File: src/rtl/ndcg_pkg.sv
// Shared types, constants and lookup functions for the NDCG block.
package ndcg_pkg;

  typedef enum logic [2:0] {
    CFG_CUTOFF_FIRST  = 3'd0,
    CFG_CUTOFF_SECOND = 3'd1,
    CFG_CUTOFF_THIRD  = 3'd2,
    CFG_CUTOFF_FOURTH = 3'd3
  } cfg_index_t;

  localparam logic [3:0]  CUTOFF_FIRST_RST  = 4'd1;
  localparam logic [3:0]  CUTOFF_SECOND_RST = 4'd3;
  localparam logic [3:0]  CUTOFF_THIRD_RST  = 4'd5;
  localparam logic [3:0]  CUTOFF_FOURTH_RST = 4'd10;
  localparam logic [15:0] NDCG_ONE          = 16'd32768;
  localparam logic [15:0] COUNT_MAX         = 16'hFFFF;

  typedef struct packed {
    logic busy;
    logic finish;
  } seq_status_t;

  // gain 2^g - 1
  function automatic logic [15:0] gain(input logic [3:0] g);
    gain = (16'd1 << g) - 16'd1;
  endfunction

  // round(65536 / log2(2 + r)), Q16
  function automatic logic [16:0] disc(input logic [5:0] r);
    case (r[4:0])
      5'd0:  disc = 17'd65536;
      5'd1:  disc = 17'd41349;
      5'd2:  disc = 17'd32768;
      5'd3:  disc = 17'd28225;
      5'd4:  disc = 17'd25353;
      5'd5:  disc = 17'd23344;
      5'd6:  disc = 17'd21845;
      5'd7:  disc = 17'd20674;
      5'd8:  disc = 17'd19728;
      5'd9:  disc = 17'd18944;
      5'd10: disc = 17'd18281;
      5'd11: disc = 17'd17710;
      5'd12: disc = 17'd17213;
      5'd13: disc = 17'd16774;
      5'd14: disc = 17'd16384;
      5'd15: disc = 17'd16033;
      5'd16: disc = 17'd15716;
      5'd17: disc = 17'd15428;
      5'd18: disc = 17'd15164;
      5'd19: disc = 17'd14921;
      5'd20: disc = 17'd14696;
      5'd21: disc = 17'd14488;
      5'd22: disc = 17'd14294;
      5'd23: disc = 17'd14112;
      5'd24: disc = 17'd13943;
      5'd25: disc = 17'd13783;
      5'd26: disc = 17'd13632;
      5'd27: disc = 17'd13490;
      5'd28: disc = 17'd13356;
      5'd29: disc = 17'd13228;
      5'd30: disc = 17'd13107;
      default: disc = 17'd12992;
    endcase
  endfunction

endpackage

File: src/rtl/ndcg_chain.sv
// Sorted insertion chains: top scores with their grades, and top grades.
module ndcg_chain #(
  parameter int TOP_K = 10
) (
  input  logic                           clk,
  input  logic                           rst,
  input  logic                           insert,
  input  logic                           clear,
  input  logic [3:0]                     grade,
  input  logic [15:0]                    score,
  output logic [$clog2(TOP_K+1)-1:0]     fill,
  output logic [3:0]                     ranked_grades [TOP_K],
  output logic [3:0]                     ideal_grades [TOP_K]
);

  localparam int FILLW = $clog2(TOP_K + 1);

  logic [15:0] ranked_scores [TOP_K];
  logic [TOP_K-1:0] score_ge;
  logic [TOP_K-1:0] grade_ge;

  always_comb begin
    for (int i = 0; i < TOP_K; i++) begin
      score_ge[i] = (FILLW'(i) < fill) && (ranked_scores[i] >= score);
      grade_ge[i] = (FILLW'(i) < fill) && (ideal_grades[i] >= grade);
    end
  end

  always_ff @(posedge clk) begin
    if (rst) begin
      fill <= '0;
    end else if (clear) begin
      fill <= '0;
    end else if (insert) begin
      if (fill < FILLW'(TOP_K)) fill <= fill + FILLW'(1);
    end
  end

  // each cell keeps, takes the new entry, or takes its upper neighbour
  always_ff @(posedge clk) begin
    if (insert) begin
      for (int i = 0; i < TOP_K; i++) begin
        if (!score_ge[i]) begin
          if (i == 0 || score_ge[(i == 0) ? 0 : i-1]) begin
            ranked_scores[i] <= score;
            ranked_grades[i] <= grade;
          end else begin
            ranked_scores[i] <= ranked_scores[(i == 0) ? 0 : i-1];
            ranked_grades[i] <= ranked_grades[(i == 0) ? 0 : i-1];
          end
        end
        if (!grade_ge[i]) begin
          if (i == 0 || grade_ge[(i == 0) ? 0 : i-1]) begin
            ideal_grades[i] <= grade;
          end else begin
            ideal_grades[i] <= ideal_grades[(i == 0) ? 0 : i-1];
          end
        end
      end
    end
  end

endmodule

File: src/rtl/ndcg_seq.sv
// Sequencer: DCG sums on a shared multiplier, then restoring division per cutoff.
module ndcg_seq #(
  parameter int TOP_K = 10
) (
  input  logic                        clk,
  input  logic                        rst,
  input  logic                        start,
  input  logic                        out_free,
  input  logic [3:0]                  cutoff [4],
  input  logic [$clog2(TOP_K+1)-1:0]  fill,
  input  logic [3:0]                  ranked_grades [TOP_K],
  input  logic [3:0]                  ideal_grades [TOP_K],
  output ndcg_pkg::seq_status_t       status,
  output logic [15:0]                 ndcg [4]
);

  localparam int FILLW = $clog2(TOP_K + 1);
  localparam int IDXW  = (TOP_K > 1) ? $clog2(TOP_K) : 1;
  localparam int CW    = (FILLW > 4) ? FILLW : 4;
  localparam int SW    = $clog2(TOP_K) + 34;
  localparam int NW    = SW + 16;

  typedef enum logic [5:0] {
    S_IDLE = 6'b000001,
    S_MULR = 6'b000010,
    S_MULI = 6'b000100,
    S_DIVI = 6'b001000,
    S_DIVS = 6'b010000,
    S_DONE = 6'b100000
  } state_t;

  state_t          state;
  logic [FILLW-1:0] r;
  logic [SW-1:0]   dcg, idcg, dvs, rem;
  logic [SW-1:0]   dcg_s [4];
  logic [SW-1:0]   idcg_s [4];
  logic [16:0]     numlo, quo;
  logic [4:0]      step;
  logic [1:0]      j;
  logic [CW-1:0]   n [4];
  logic [3:0]      g_sel;
  logic [32:0]     prod;
  logic [SW-1:0]   idcg_next;
  logic [NW-1:0]   num_w;
  logic [SW:0]     t;
  logic            qbit;
  logic [16:0]     quo_next;

  always_comb begin
    for (int k = 0; k < 4; k++) begin
      n[k] = (CW'(cutoff[k]) < CW'(fill)) ? CW'(cutoff[k]) : CW'(fill);
    end
    g_sel = (state == S_MULR) ? ranked_grades[r[IDXW-1:0]] : ideal_grades[r[IDXW-1:0]];
    prod = {17'd0, ndcg_pkg::gain(g_sel)} * {16'd0, ndcg_pkg::disc(6'(r))};
    idcg_next = idcg + SW'(prod);
    num_w = {1'b0, dcg_s[j], 15'd0} + NW'(idcg_s[j] >> 1);
    t = {rem, numlo[16]};
    qbit = (t >= {1'b0, dvs});
    quo_next = {quo[15:0], qbit};
  end

  always_ff @(posedge clk) begin
    if (rst) begin
      state <= S_IDLE;
    end else begin
      case (state)
        S_IDLE: begin
          if (start) begin
            r     <= '0;
            dcg   <= '0;
            idcg  <= '0;
            for (int k = 0; k < 4; k++) begin
              dcg_s[k]  <= '0;
              idcg_s[k] <= '0;
            end
            state <= S_MULR;
          end
        end
        S_MULR: begin
          if (r == fill) begin
            j     <= '0;
            state <= S_DIVI;
          end else begin
            dcg   <= dcg + SW'(prod);
            state <= S_MULI;
          end
        end
        S_MULI: begin
          idcg <= idcg_next;
          for (int k = 0; k < 4; k++) begin
            if (n[k] == CW'(r) + CW'(1)) begin
              dcg_s[k]  <= dcg;
              idcg_s[k] <= idcg_next;
            end
          end
          r     <= r + FILLW'(1);
          state <= S_MULR;
        end
        S_DIVI: begin
          dvs   <= idcg_s[j];
          rem   <= SW'(num_w[NW-1:17]);
          numlo <= num_w[16:0];
          quo   <= '0;
          step  <= '0;
          if (idcg_s[j] == '0) begin
            ndcg[j] <= ndcg_pkg::NDCG_ONE;
            if (j == 2'd3) state <= S_DONE;
            else j <= j + 2'd1;
          end else begin
            state <= S_DIVS;
          end
        end
        S_DIVS: begin
          rem   <= qbit ? SW'(t - {1'b0, dvs}) : t[SW-1:0];
          numlo <= {numlo[15:0], 1'b0};
          quo   <= quo_next;
          step  <= step + 5'd1;
          if (step == 5'd16) begin
            ndcg[j] <= (quo_next > 17'(ndcg_pkg::NDCG_ONE)) ? ndcg_pkg::NDCG_ONE
                                                            : quo_next[15:0];
            if (j == 2'd3) begin
              state <= S_DONE;
            end else begin
              j     <= j + 2'd1;
              state <= S_DIVI;
            end
          end
        end
        S_DONE: begin
          if (out_free) state <= S_IDLE;
        end
        default: state <= S_IDLE;
      endcase
    end
  end

  assign status.busy   = (state != S_IDLE);
  assign status.finish = (state == S_DONE) && out_free;

endmodule

File: src/rtl/ndcg_at_cutoffs.sv
// Top level: NDCG at four rank cutoffs over one query's documents.
// Query tail: a last document starts the sequencer, which goes rank by rank (ranked
//   gain, then ideal gain) over the documents held (fill, up to TOP_K), then divides per
//   cutoff, skipping the division for a cutoff whose ideal sum is zero; an output stall holds it.
// Throughput: one document per cycle inside a query; the shared multiplier and the
//   bit-serial divider (17 steps per cutoff) set the query tail.
// Reset: synchronous, active high; clears chains, count, sequencer and output valid,
//   and sets the cutoffs to 1, 3, 5 and 10.
module ndcg_at_cutoffs #(
  parameter int TOP_K = 10
) (
  input  logic        clk,
  input  logic        rst,
  // configuration
  input  logic        cfg_write,
  input  logic [2:0]  cfg_index,
  input  logic [3:0]  cfg_data,
  // document channel
  input  logic        in_valid,
  output logic        in_stall,
  input  logic [3:0]  relevance,
  input  logic [15:0] predicted_score,
  input  logic        last_of_query,
  // result channel
  output logic        out_valid,
  input  logic        out_stall,
  output logic [15:0] ndcg_first,
  output logic [15:0] ndcg_second,
  output logic [15:0] ndcg_third,
  output logic [15:0] ndcg_fourth,
  output logic [15:0] documents_seen
);

  localparam int FILLW = $clog2(TOP_K + 1);

  logic [3:0]  cutoff [4];
  logic [15:0] document_count;
  logic [FILLW-1:0] fill;
  logic [3:0]  ranked_grades [TOP_K];
  logic [3:0]  ideal_grades [TOP_K];
  logic [15:0] ndcg [4];
  ndcg_pkg::seq_status_t status;
  logic        in_take;
  logic        out_free;

  // one query's tail blocks further documents until the sequencer is idle
  assign in_stall = status.busy;
  assign in_take  = in_valid && !in_stall;
  // result register may be overwritten once empty or being taken
  assign out_free = !out_valid || !out_stall;

  always_ff @(posedge clk) begin
    if (rst) begin
      cutoff[0] <= ndcg_pkg::CUTOFF_FIRST_RST;
      cutoff[1] <= ndcg_pkg::CUTOFF_SECOND_RST;
      cutoff[2] <= ndcg_pkg::CUTOFF_THIRD_RST;
      cutoff[3] <= ndcg_pkg::CUTOFF_FOURTH_RST;
    end else if (cfg_write) begin
      case (cfg_index)
        ndcg_pkg::CFG_CUTOFF_FIRST:  cutoff[0] <= cfg_data;
        ndcg_pkg::CFG_CUTOFF_SECOND: cutoff[1] <= cfg_data;
        ndcg_pkg::CFG_CUTOFF_THIRD:  cutoff[2] <= cfg_data;
        ndcg_pkg::CFG_CUTOFF_FOURTH: cutoff[3] <= cfg_data;
        default: ;
      endcase
    end
  end

  // saturating document count, cleared once the query's transaction is loaded
  always_ff @(posedge clk) begin
    if (rst) begin
      document_count <= '0;
    end else if (status.finish) begin
      document_count <= '0;
    end else if (in_take && document_count != ndcg_pkg::COUNT_MAX) begin
      document_count <= document_count + 16'd1;
    end
  end

  ndcg_chain #(.TOP_K(TOP_K)) u_chain (
    .clk           (clk),
    .rst           (rst),
    .insert        (in_take),
    .clear         (status.finish),
    .grade         (relevance),
    .score         (predicted_score),
    .fill          (fill),
    .ranked_grades (ranked_grades),
    .ideal_grades  (ideal_grades)
  );

  ndcg_seq #(.TOP_K(TOP_K)) u_seq (
    .clk           (clk),
    .rst           (rst),
    .start         (in_take && last_of_query),
    .out_free      (out_free),
    .cutoff        (cutoff),
    .fill          (fill),
    .ranked_grades (ranked_grades),
    .ideal_grades  (ideal_grades),
    .status        (status),
    .ndcg          (ndcg)
  );

  // output register
  always_ff @(posedge clk) begin
    if (rst) begin
      out_valid <= 1'b0;
    end else if (status.finish) begin
      out_valid <= 1'b1;
    end else if (!out_stall) begin
      out_valid <= 1'b0;
    end
  end

  always_ff @(posedge clk) begin
    if (status.finish) begin
      ndcg_first     <= ndcg[0];
      ndcg_second    <= ndcg[1];
      ndcg_third     <= ndcg[2];
      ndcg_fourth    <= ndcg[3];
      documents_seen <= document_count;
    end
  end

endmodule

File: config.mk
export PLATFORM = sky130hd
export DESIGN_NAME = ndcg_at_cutoffs
export DESIGN_NICKNAME = d
export VERILOG_FILES = /design/src/rtl/ndcg_pkg.sv /design/src/rtl/ndcg_chain.sv /design/src/rtl/ndcg_seq.sv /design/src/rtl/ndcg_at_cutoffs.sv
export SDC_FILE = /design/constraint.sdc
export NUM_CORES = 2
export LEC_CHECK = 0
export ABC_AREA = 1
export BUFFER_PORTS_ARGS = -buffer_cell sky130_fd_sc_hd__buf_2
export CAP_MARGIN = 10
export CORE_ASPECT_RATIO = 0.7
export CORE_MARGIN = 10
export CORE_UTILIZATION = 35
export CTS_CLUSTER_DIAMETER = 50
export DETAILED_ROUTE_END_ITERATION = 8
export HOLD_SLACK_MARGIN = 0.15
export PLACE_DENSITY = 0.53
export SETUP_SLACK_MARGIN = 0.05
export SYNTH_ARGS = -nofsm -noshare
export SYNTH_HDL_FRONTEND = slang
export SYNTH_SLANG_ARGS = --single-unit
File: constraint.sdc
create_clock -name clk -period 18.8 [get_ports clk]
set_input_delay 3.76 -clock clk [delete_from_list [all_inputs] [get_ports clk]]
set_output_delay 3.76 -clock clk [all_outputs]
set_load 0.02 [all_outputs]
==> results.toml <==
[logic_synthesis]
syn_avg_cell_area_um2 = 8.670
synth_top_cell_by_area = "edfxtp_1"
ys.flop_type = "edfxtp_1"
ys_async_sr_fraction = 0
yosysWarnings = 0
synth.area.top_cells = "edfxtp_1, nand2_1, ha_1"
netlist_instances = 7302
yosys_register_bits = 946
synth.distinct_cells = 70
synth_edf_count = 884
ys_seq_area_frac = 0.4389
yosys.area.top_type_share = 0.4193
syn-cell-area_um2 = 63310

[route]
wl_mm = 202.9
antenna_left = 0
drc_errors = 0
drt-pass1-iter-count = 6
viasPerCell = 5.220
vias = 51420
avgRoutedWirePerCell_um = 20.59
dr.first_iter.drc_count = 5275

[worst_setup_path]
cp_max_fo = 48
cp.required_ns = 19.27
crit_type = "flip-flop to flip-flop"
cpPeakStageDelay_ns = 0.70
start_kind = "flip-flop"
cp-end-kind = "flip-flop"
crit_path_top_delay_cell = "o41ai_1"
worstPathArrival_ns = 13.04

[floorplanning]
die_x_um = 528.3
io_pins = 115
core.rowCount = 130
die_h_um = 375.8
start_util = 0.3526
core_um2 = 179600
dieArea_um2 = 198600

[sta]
rsz0062_at_grt = "no"
fmaxAchievable_mhz = 79.56
worst_slew_pin_slew_ns = 1.203
period_minus_slack_ns = 12.57
fin_setup_tns_ns = 0
final-setup-viol-count = 0
relSlewSlack = 0.1951
slew_viol_final = 0
skew_ns = 0.05672
hold_viol = 0
fin_crit_sh = 0.6686

[grt]
grt_max_degree = 70
antenna_found_initial = 7
grt_usage = 0.1984
grt_first_pass_wirelength_mm = 306.2
first_global_vias = 48530
grt-ovfl-total = 0

[cts]
cts_inserted_buffers = 116
htreeDepth = 3
cts_setup_buffers = 0
clock-sinks = 946
clk_latency_ns = 0.78
clock-root-buffer = "clkbuf_16"
cts_tree = "yes"
cts_resized = 0
clk_pin_slew_ns = 0.07
hold_buffers = 0
clock_path_buffers = 3

[run_status]
status = "finished, final reports clean"

[worst_hold_path]
hold_path.class = "flip-flop to flip-flop"

[placement]
io_buffers = 114
finalWeightedCongestion = 0.9476
dp_hpwl_mm = 152.8

[final_layout]
nets = 8072
drive_gt1_frac = 0.06959
syn_to_final_growth_pct = 11.07
nFillCells = 18230

[run]
cap_violations = 0
-- worst paths after layout --
| check | to | slack (ns) | startpoint | depth (start not counted) |
|---|---|---|---|---|
| setup / recovery | u_seq.idcg_s[2][37] | 6.23 | u_seq.r[0] | 43 |
| hold / removal | ndcg_first[2] | 0.44 | u_seq.ndcg[50] | 0 |
| hold reg to reg | ndcg_first[2] | 0.44 | u_seq.ndcg[50] | 0 |
| setup reg to reg | u_seq.idcg_s[2][37] | 6.23 | u_seq.r[0] | 43 |
-- layer usage --
metal,GRT usage,vias up,share of wire
met1,0.3120,24870,0.50
met3,0.04242,199,0.087
li1,-,24530,-
met2,0.2765,1825,0.40
met5,0,-,0.000064
met4,0.03737,2,0.017
-- Yosys cell counts, types with 13 or more instances --
| cell type | n |
|---|---|
| clkbuf_1 | 134 |
| nor3_1 | 69 |
| nand2_1 | 1666 |
| nand3_2 | 40 |
| fa_1 | 212 |
| a21o_1 | 31 |
| inv_1 | 892 |
| buf_6 | 18 |
| o21a_1 | 17 |
| edfxtp_1 | 884 |
| dfxtp_1 | 62 |
| o21ai_1 | 13 |
| nor2_1 | 884 |
| or2_2 | 19 |
| buf_1 | 13 |
| xor2_1 | 46 |
| a31oi_1 | 17 |
| o211ai_1 | 32 |
| a21oi_1 | 475 |
| ha_1 | 458 |
| o22ai_1 | 30 |
| buf_2 | 65 |
| nand4_1 | 79 |
| nand3_1 | 493 |
| nor2_2 | 19 |
| xnor2_1 | 47 |
| o21ai_0 | 428 |
-- state kept, by name (all words and copies together), names as in the netlist, 17 cells and up, named ones only --
name                   cells
u_seq.idcg_s             152
u_seq.ndcg                64
u_seq.dvs                 38
u_seq.numlo               17
u_seq.dcg                 38
u_seq.rem                 38
u_chain.ideal_grades      40
u_chain.ranked_grades     40
u_seq.idcg                38
u_chain.ranked_scores    160
u_seq.dcg_s              152
-- worst max-delay path, delay by kind of cell, from the launching register on --
kind            cells  cell delay, ns
buf+inv            10            1.61
fa+ha+maj           9            4.53
simple gates       21            4.18
flops               1            0.47
xor+xnor            2            0.66
compound gates      1            0.70
-- logic make-up after synthesis --
kind of cell,count (synthesis),synth area share
other,2,0.0001186
xor gates and xnor gates,94,0.01312
and+or+nand+nor,3333,0.2231
AOI/OAI and AO/OA,1100,0.09427
buffers and inverters,1157,0.07291
DFF,946,0.4389
adders and majority gates,670,0.1576
-- per-stage QoR --
stage	hold WS, ns	area, um2	utilization	cells	worst slack (ns)
after floorplan	0.4208	63360	-	7317	9.526
after detailed placement	0.4342	66340	0.3694	9627	6.616
after global routing	0.4691	70310	0.3916	9849	5.577
after global placement	0.4332	66340	0.3694	9627	6.644
after CTS	0.4486	70310	0.3915	9848	6.521
final	0.4445	70320	0.3916	9851	6.231
-- area by class of cell --
| cell class | instances | area, um2 | share of cell area |
|---|---|---|---|
| Sequential cell | 946 | 27790 | 0.3952 |
| Clock buffer | 140 | 3077 | 0.04375 |
| Tap cell | 2376 | 2973 | 0.04228 |
| Multi-Input combinational cell | 5214 | 31090 | 0.4422 |
| Inverter | 914 | 3436 | 0.04886 |
| Antenna cell | 3 | 7.507 | 0.0001068 |
| Timing Repair Buffer | 177 | 1044 | 0.01484 |
| Clock inverter | 81 | 895.9 | 0.01274 |
-- cells in the final DEF (no fill, tap or decap), types with 17 or more instances in the layout --
master     netlist  routed
nor2_2          19      20
o21a_1          17      17
nand3_1        493     493
conb_1           2      17
nand3_2         40      40
xnor2_1         47      47
ha_1           458     458
o211ai_1        32      32
clkbuf_16        0     119
buf_2           65     114
inv_1          892     890
o22ai_1         30      30
dfxtp_1         62      60
nor2_1         884     881
clkbuf_1       134      19
buf_4           11      63
o21ai_0        428     428
fa_1           212     212
a31oi_1         17      17
a21o_1          31      31
nand2_1       1666    1658
xor2_1          46      46
edfxtp_1       884     884
clkinv_1         9      26
or2_2           19      19
nand4_1         79      79
a21oi_1        475     471
nor3_1          69      69
Power is left out: the tool's default activity adds up to more than one toggle a clock period on the data nets, which glitch-free logic cannot reach.
